[config.mk]
export PLATFORM = sky130hd
export DESIGN_NAME = binomial_coefficient_unit_top
export DESIGN_NICKNAME = d
export VERILOG_FILES = /design/src/hdl/bcu_pkg.sv /design/src/hdl/bcu_ctrl.sv /design/src/hdl/bcu_dp.sv /design/src/hdl/binomial_coefficient_unit_top.sv
export SDC_FILE = /design/constraint.sdc
export NUM_CORES = 2
export LEC_CHECK = 0
export BUFFER_PORTS_ARGS = -buffer_cell sky130_fd_sc_hd__buf_2
export CORE_ASPECT_RATIO = 0.5
export CORE_MARGIN = 8
export CORE_UTILIZATION = 55
export CTS_CLUSTER_SIZE = 25
export DETAILED_ROUTE_END_ITERATION = 8
export GPL_TIMING_DRIVEN = 0
export PLACE_DENSITY_LB_ADDON = 0.2
export SLEW_MARGIN = 15
export SYNTH_ARGS = -nofsm -noshare
export SYNTH_HDL_FRONTEND = slang
export SYNTH_SLANG_ARGS = --single-unit
[constraint.sdc]
create_clock -name clock -period 16.3 [get_ports clock]
set_input_delay 1.63 -clock clock [delete_from_list [all_inputs] [get_ports clock]]
set_output_delay 1.63 -clock clock [all_outputs]
set_load 0.02 [all_outputs]
[src/hdl/bcu_pkg.sv]
package bcu_pkg;

   // width of one input field
   localparam int FIELD_W = 31;
   // width of the coefficient port
   localparam int COEF_W = 32;
   // width at which the running value saturates, 8 .. 32
   localparam int RES_W = 32;
   // product of the running value and (k - i); dividend and quotient
   localparam int QUO_W = RES_W + FIELD_W;
   // division step counter
   localparam int CNT_W = $clog2(QUO_W);
   // index of the last division step
   localparam logic [CNT_W-1:0] DIV_LAST = CNT_W'(QUO_W - 1);
   // saturated coefficient, all ones of RES_W bits
   localparam logic [COEF_W-1:0] SAT_VALUE = COEF_W'((64'd1 << RES_W) - 64'd1);

   // commands from controller to datapath
   typedef struct packed {
      logic load;       // latch k and min(n, k - n), start a new pair
      logic mul;        // product of running value and (k - i)
      logic div_step;   // one restoring division step
      logic update;     // take quotient as new running value, advance i
      logic emit;       // load result register
   } bcu_cmd_type;

   // status from datapath to controller
   typedef struct packed {
      logic gt;         // n greater than k
      logic ovf;        // running value passed RES_W bits
      logic loop_done;  // i reached min(n, k - n)
      logic div_last;   // last division step this cycle
      logic out_busy;   // result register still held by the receiver
   } bcu_sts_type;

endpackage

[src/hdl/bcu_ctrl.sv]
module bcu_ctrl (
   input  logic                 clock,
   input  logic                 reset,
   input  logic                 req_valid,
   output logic                 req_stall,
   input  bcu_pkg::bcu_sts_type sts,
   output bcu_pkg::bcu_cmd_type cmd
);

   localparam logic [2:0] S_IDLE   = 3'd0;
   localparam logic [2:0] S_LOOP   = 3'd1;
   localparam logic [2:0] S_DIV    = 3'd2;
   localparam logic [2:0] S_UPDATE = 3'd3;
   localparam logic [2:0] S_FINISH = 3'd4;

   logic [2:0] state_ff;
   logic [2:0] state_in;

   assign req_stall = (state_ff != S_IDLE);

   always_comb begin
      state_in = state_ff;
      cmd      = '0;
      case (state_ff)
         S_IDLE: begin
            if (req_valid) begin
               cmd.load = 1'b1;
               state_in = S_LOOP;
            end
         end
         S_LOOP: begin
            if (sts.gt || sts.ovf || sts.loop_done) begin
               state_in = S_FINISH;
            end else begin
               cmd.mul  = 1'b1;
               state_in = S_DIV;
            end
         end
         S_DIV: begin
            cmd.div_step = 1'b1;
            if (sts.div_last) begin
               state_in = S_UPDATE;
            end
         end
         S_UPDATE: begin
            cmd.update = 1'b1;
            state_in   = S_LOOP;
         end
         S_FINISH: begin
            if (!sts.out_busy) begin
               cmd.emit = 1'b1;
               state_in = S_IDLE;
            end
         end
         default: begin
            state_in = S_IDLE;
         end
      endcase
   end

   always_ff @(posedge clock) begin
      if (reset) begin
         state_ff <= S_IDLE;
      end else begin
         state_ff <= state_in;
      end
   end

endmodule

[src/hdl/bcu_dp.sv]
module bcu_dp (
   input  logic                               clock,
   input  logic                               reset,
   input  bcu_pkg::bcu_cmd_type               cmd,
   output bcu_pkg::bcu_sts_type               sts,
   input  logic [bcu_pkg::FIELD_W-1:0]        req_total_items,
   input  logic [bcu_pkg::FIELD_W-1:0]        req_chosen_items,
   input  logic                               rsp_stall,
   output logic                               rsp_valid,
   output logic [bcu_pkg::COEF_W-1:0]         rsp_coefficient,
   output logic                               rsp_overflow
);

   logic [bcu_pkg::FIELD_W-1:0] k_ff, k_in;
   logic [bcu_pkg::FIELD_W-1:0] m_ff, m_in;
   logic [bcu_pkg::FIELD_W-1:0] i_ff, i_in;
   logic [bcu_pkg::FIELD_W-1:0] divisor_ff, divisor_in;
   logic [bcu_pkg::RES_W-1:0]   r_ff, r_in;
   logic [bcu_pkg::QUO_W-1:0]   quo_ff, quo_in;
   logic [bcu_pkg::FIELD_W-1:0] rem_ff, rem_in;
   logic [bcu_pkg::CNT_W-1:0]   cnt_ff, cnt_in;
   logic                        gt_ff, gt_in;
   logic                        ovf_ff, ovf_in;
   logic                        rsp_valid_ff, rsp_valid_in;
   logic [bcu_pkg::COEF_W-1:0]  coef_ff, coef_in;
   logic                        rsp_ovf_ff, rsp_ovf_in;

   logic [bcu_pkg::FIELD_W-1:0] rest;
   logic [bcu_pkg::FIELD_W-1:0] factor;
   logic [bcu_pkg::QUO_W-1:0]   product;
   logic [bcu_pkg::FIELD_W:0]   rem_shift;
   logic                        rem_ge;
   logic                        quo_wide;

   // k - n, only used when n does not exceed k
   assign rest    = req_total_items - req_chosen_items;
   assign factor  = k_ff - i_ff;
   assign product = bcu_pkg::QUO_W'(r_ff) * bcu_pkg::QUO_W'(factor);

   // restoring division, one quotient bit per step
   assign rem_shift = {rem_ff, quo_ff[bcu_pkg::QUO_W-1]};
   assign rem_ge    = (rem_shift >= {1'b0, divisor_ff});
   assign quo_wide  = |quo_ff[bcu_pkg::QUO_W-1:bcu_pkg::RES_W];

   always_comb begin
      k_in       = k_ff;
      m_in       = m_ff;
      i_in       = i_ff;
      divisor_in = divisor_ff;
      r_in       = r_ff;
      quo_in     = quo_ff;
      rem_in     = rem_ff;
      cnt_in     = cnt_ff;
      gt_in      = gt_ff;
      ovf_in     = ovf_ff;
      coef_in    = coef_ff;
      rsp_ovf_in = rsp_ovf_ff;

      if (cmd.load) begin
         k_in   = req_total_items;
         gt_in  = (req_chosen_items > req_total_items);
         m_in   = (req_chosen_items < rest) ? req_chosen_items : rest;
         i_in   = '0;
         r_in   = bcu_pkg::RES_W'(1);
         ovf_in = 1'b0;
      end

      if (cmd.mul) begin
         quo_in     = product;
         rem_in     = '0;
         cnt_in     = '0;
         divisor_in = i_ff + bcu_pkg::FIELD_W'(1);
      end

      if (cmd.div_step) begin
         quo_in = {quo_ff[bcu_pkg::QUO_W-2:0], rem_ge};
         rem_in = rem_ge ? bcu_pkg::FIELD_W'(rem_shift - {1'b0, divisor_ff})
                         : bcu_pkg::FIELD_W'(rem_shift);
         cnt_in = cnt_ff + bcu_pkg::CNT_W'(1);
      end

      if (cmd.update) begin
         r_in   = quo_ff[bcu_pkg::RES_W-1:0];
         ovf_in = quo_wide;
         i_in   = i_ff + bcu_pkg::FIELD_W'(1);
      end

      if (cmd.emit) begin
         rsp_ovf_in = ovf_ff & ~gt_ff;
         if (gt_ff) begin
            coef_in = '0;
         end else if (ovf_ff) begin
            coef_in = bcu_pkg::SAT_VALUE;
         end else begin
            coef_in = bcu_pkg::COEF_W'(r_ff);
         end
      end
   end

   // result register is freed when the receiver takes the beat
   always_comb begin
      if (cmd.emit) begin
         rsp_valid_in = 1'b1;
      end else if (rsp_stall) begin
         rsp_valid_in = rsp_valid_ff;
      end else begin
         rsp_valid_in = 1'b0;
      end
   end

   always_ff @(posedge clock) begin
      if (reset) begin
         rsp_valid_ff <= 1'b0;
         gt_ff        <= 1'b0;
         ovf_ff       <= 1'b0;
      end else begin
         rsp_valid_ff <= rsp_valid_in;
         gt_ff        <= gt_in;
         ovf_ff       <= ovf_in;
      end
   end

   always_ff @(posedge clock) begin
      k_ff       <= k_in;
      m_ff       <= m_in;
      i_ff       <= i_in;
      divisor_ff <= divisor_in;
      r_ff       <= r_in;
      quo_ff     <= quo_in;
      rem_ff     <= rem_in;
      cnt_ff     <= cnt_in;
      coef_ff    <= coef_in;
      rsp_ovf_ff <= rsp_ovf_in;
   end

   assign sts.gt        = gt_ff;
   assign sts.ovf       = ovf_ff;
   assign sts.loop_done = (i_ff == m_ff);
   assign sts.div_last  = (cnt_ff == bcu_pkg::DIV_LAST);
   assign sts.out_busy  = rsp_valid_ff & rsp_stall;

   assign rsp_valid       = rsp_valid_ff;
   assign rsp_coefficient = coef_ff;
   assign rsp_overflow    = rsp_ovf_ff;

   // remainder of the division always stays below the divisor
   a_rem_below_divisor: assert property (@(posedge clock) disable iff (reset)
      cmd.div_step |=> (rem_ff < divisor_ff))
      else $error("division remainder reached divisor");

   // an overflow sticks until the next pair is loaded
   a_ovf_sticky: assert property (@(posedge clock) disable iff (reset)
      (ovf_ff && !cmd.load) |=> ovf_ff)
      else $error("overflow flag dropped within a pair");

   // n > k never enters the multiply loop
   a_gt_no_mul: assert property (@(posedge clock) disable iff (reset)
      gt_ff |-> !cmd.mul)
      else $error("multiply issued for n greater than k");

   // an overflowed result is always the saturated value
   a_ovf_saturates: assert property (@(posedge clock) disable iff (reset)
      (rsp_valid_ff && rsp_ovf_ff) |-> (coef_ff == bcu_pkg::SAT_VALUE))
      else $error("overflow result not saturated");

endmodule

[src/hdl/binomial_coefficient_unit_top.sv]
// load, then finish directly if n > k or min(n, k-n) is 0, else after the loop passes
// one pass = a multiply, 63 restoring division steps and an update
// passes: min(n, k-n), cut short at the first pass that overflows (17 at most)
// throughput: one pair at a time, next pair accepted once the result sits in the output
// reset: synchronous, active high; clears controller state, output valid, gt and overflow flags
module binomial_coefficient_unit_top (
   input  logic                        clock,
   input  logic                        reset,
   // request channel
   input  logic                        req_valid,
   output logic                        req_stall,
   input  logic [bcu_pkg::FIELD_W-1:0] req_total_items,
   input  logic [bcu_pkg::FIELD_W-1:0] req_chosen_items,
   // response channel
   output logic                        rsp_valid,
   input  logic                        rsp_stall,
   output logic [bcu_pkg::COEF_W-1:0]  rsp_coefficient,
   output logic                        rsp_overflow
);

   // command and status between the sequencer and the arithmetic
   bcu_pkg::bcu_cmd_type cmd;
   bcu_pkg::bcu_sts_type sts;

   // sequencer: load, loop over i, one division per pass, hand result to output
   bcu_ctrl u_ctrl (
      .clock     (clock),
      .reset     (reset),
      .req_valid (req_valid),
      .req_stall (req_stall),
      .sts       (sts),
      .cmd       (cmd)
   );

   // datapath: running value times (k - i), exact divide by (i + 1),
   // saturation check and output register that parts the two channels
   bcu_dp u_dp (
      .clock            (clock),
      .reset            (reset),
      .cmd              (cmd),
      .sts              (sts),
      .req_total_items  (req_total_items),
      .req_chosen_items (req_chosen_items),
      .rsp_stall        (rsp_stall),
      .rsp_valid        (rsp_valid),
      .rsp_coefficient  (rsp_coefficient),
      .rsp_overflow     (rsp_overflow)
   );

endmodule

==> impl_metrics.yaml <==
placed_design:
  dp_hpwl_mm: 141
  io_buffer_count: 100
  placed_area_um2: 52100
  dp_worst_setup_slack_ps: 3930
  gp_congestion: 1.01
synthesis:
  synth_edf_count: 289
  synthesis.area_um2: 49700
  synth_xor_area_share_pct: 3.53
  synth-async-reset-ratio_pct: 0
  synth.most_common_cell: "inv_1"
  synth_fp_nets: 6663
  synth.area.top_cells: "fa_1 35%, edfxtp_1 17%, ha_1 9.6%"
  synthCells: 5346
  synthMuxAreaShare_pct: 0.786
  ys_seq_elements: 295
  synth_warnings: 0
  synth_largest_area_cell: "fa_1"
  synthAdderAreaFrac_pct: 44.6
  ys_types: 66
  ys.flop_type: "edfxtp_1"
  synth_compound_area_share_pct: 7.05
  syn_area_per_cell_um2: 9.29
  yosysSeqAreaShare_pct: 17.7
  ys_top_cells_by_count: "1010 x inv_1, 869 x fa_1, 706 x nand2_1, 433 x and2_1, 382 x ha_1"
  synthSimpleGateAreaFrac_pct: 16.6
  synth_top_family_by_area: "adder cells"
  yosysTopAreaCellShare_pct: 35.0
routing:
  drc: 0
  drt-initial-drc-count: 4326
  firstDrtPassIters: 6
  vias_per_cell: 5.84
  vias: 39300
  routed_wl_mm: 169
  antenna_left: 0
  avgRoutedWirePerCell_um: 25.1
timing:
  fin_crit_ps: 12810
  setup_tns_ps: 0
  finClkSkew_ps: 20.8
  final.period_utilization_pct: 78.6
  fmax_ghz: 0.0781
  setup_ws_ps: 3490
  setup_violations: 0
  relSlewSlack_pct: 6.92
  final_max_slew_viol_count: 0
  hold_viol_final: 0
  tightest_slew_ps: 1390
  rsz0062_at_grt: "no"
global_route:
  grt_max_degree: 58
  antenna_found_initial: 16
  first_global_vias: 40300
  grt_pass1_wl_mm: 251
  track_usage_pct: 33.3
  globalRouteOverflowTotal: 0
outcome:
  status: "complete, no violations"
flow_run:
  maxCapViolCount: 0
cells_and_area:
  synthToLayoutAreaGrowth_pct: 7.22
  fin_area_um2: 53300
  nFillCells: 8041
  fin_nets: 6816
  fin_util_pct: 59.1
  drive_gt1_share_pct: 3.87
worst_setup_path:
  critPathKind: "flop to flop"
  crit_path_max_incr_delay_ps: 850
  critPathSlowestCell: "xor2_1"
  crit_arrival_ps: 13070
  startpoint_type: "flop"
  critPathTopFamily: "adder cells"
  critPathRequiredTime_ps: 16570
  worstPathMaxFanout: 10
  end_kind: "flop"
  cp_common_cell: "fa_1"
  path_buf_inv: 4
floorplanning:
  fp-row-count: 78
  dieArea_um2: 101000
  initial_utilization_pct: 55.1
  die_w_um: 441
  core_um2: 90100
  pin_count: 101
  die_h_um: 228
clock_network:
  cts_sinks: 295
  cts-htree-levels: 2
  cts_tree: "built"
  cts.repair.resized: 0
  clkLatencyLatePin_ps: 560
  cts_setup_buffers: 0
  cts_root_buf: "clkbuf_16"
  cts_buffer_depth: 3
  clk_pin_slew_ps: 60
  hold_buffers: 0
  numCtsBuffers: 34
worst_hold_path:
  min_path_type: "flop to flop"
-- flip-flops by register name (all words and copies together) (netlist names) --
name	count
u_dp.quo_ff	63
u_ctrl.state_ff	3
u_dp.k_ff	31
u_dp.m_ff	31
u_dp.gt_ff	1
u_dp.cnt_ff	6
u_dp.divisor_ff	31
u_dp.i_ff	31
u_dp.ovf_ff	1
u_dp.rem_ff	31
u_dp.rsp_valid	1
u_dp.r_ff	32
u_dp.rsp_overflow	1
u_dp.rsp_coefficient	32
-- cells in the final DEF, fill, tap and decap left out, types with 103 or more instances in the layout --
| master | count |
|---|---|
| nand2_1 | 705 |
| ha_1 | 382 |
| a21oi_1 | 218 |
| inv_1 | 1009 |
| fa_1 | 869 |
| and2_1 | 433 |
| edfxtp_1 | 289 |
| buf_2 | 103 |
| xnor2_1 | 110 |
| clkbuf_1 | 269 |
| nor2_1 | 258 |
| o21ai_0 | 122 |
-- through the flow --
stage                     std cells  hold slack, ps
after floorplan                5346             492
after global placement         6646             521
after detailed placement       6662             528
after CTS                      6722             542
after global routing           6723             576
final                          6729             539
-- worst register-to-register path: cells and delay by family (launching register included) --
kind	cells	cell delay [ps]
compound gates	10	3550
buf+inv	4	1260
simple gates	6	1380
xor+xnor	2	1040
flops	1	490
fa+ha+maj	10	4780
-- kinds of logic (layout without fill, tap and decap cells) --
kind of cell,Yosys count,after routing
compound gates,569,569
xor+xnor,200,200
fa+ha+maj,1251,1251
buf+inv,1278,1455
flops,295,295
mux,39,39
other cells,0,6
simple gates,1714,1714
-- cell type report --
type	instances	area, um2	share of cell area, %
antenna	6	15.0	0.0282
buffer	268	1030	1.93
clock buffer	41	877	1.65
clock inverter	19	203	0.381
inverter	1010	3790	7.12
multi-input combinational	3773	36200	68.0
sequential	295	8800	16.5
tap	1200	1500	2.82
timing repair buffer	117	807	1.52
-- path summary, 6_finish.rpt --
check	startpoint	cells after the start	endpoint	slack (ps)
max	u_dp.i_ff[5]	32	u_dp.quo_ff[61]	3490
min reg2reg	u_dp.quo_ff[3]	2	u_dp.quo_ff[4]	540
min	u_dp.quo_ff[3]	2	u_dp.quo_ff[4]	540
max reg2reg	u_dp.i_ff[5]	32	u_dp.quo_ff[61]	3490
-- layer usage --
layer | wire length (um) | global-route usage, % | vias to the layer above | part of all wire [%]
met3 | 20600 | 9.62 | 360 | 12
li1 | - | - | 16900 | -
met4 | 6770 | 11.3 | 8 | 4.0
met5 | 74 | 0.0977 | - | 0.044
met1 | 69000 | 46.5 | 19900 | 41
met2 | 72700 | 49.9 | 2077 | 43
Power is left out: the tool's default activity adds up to more than one toggle a clock period on the data nets, which glitch-free logic cannot reach.
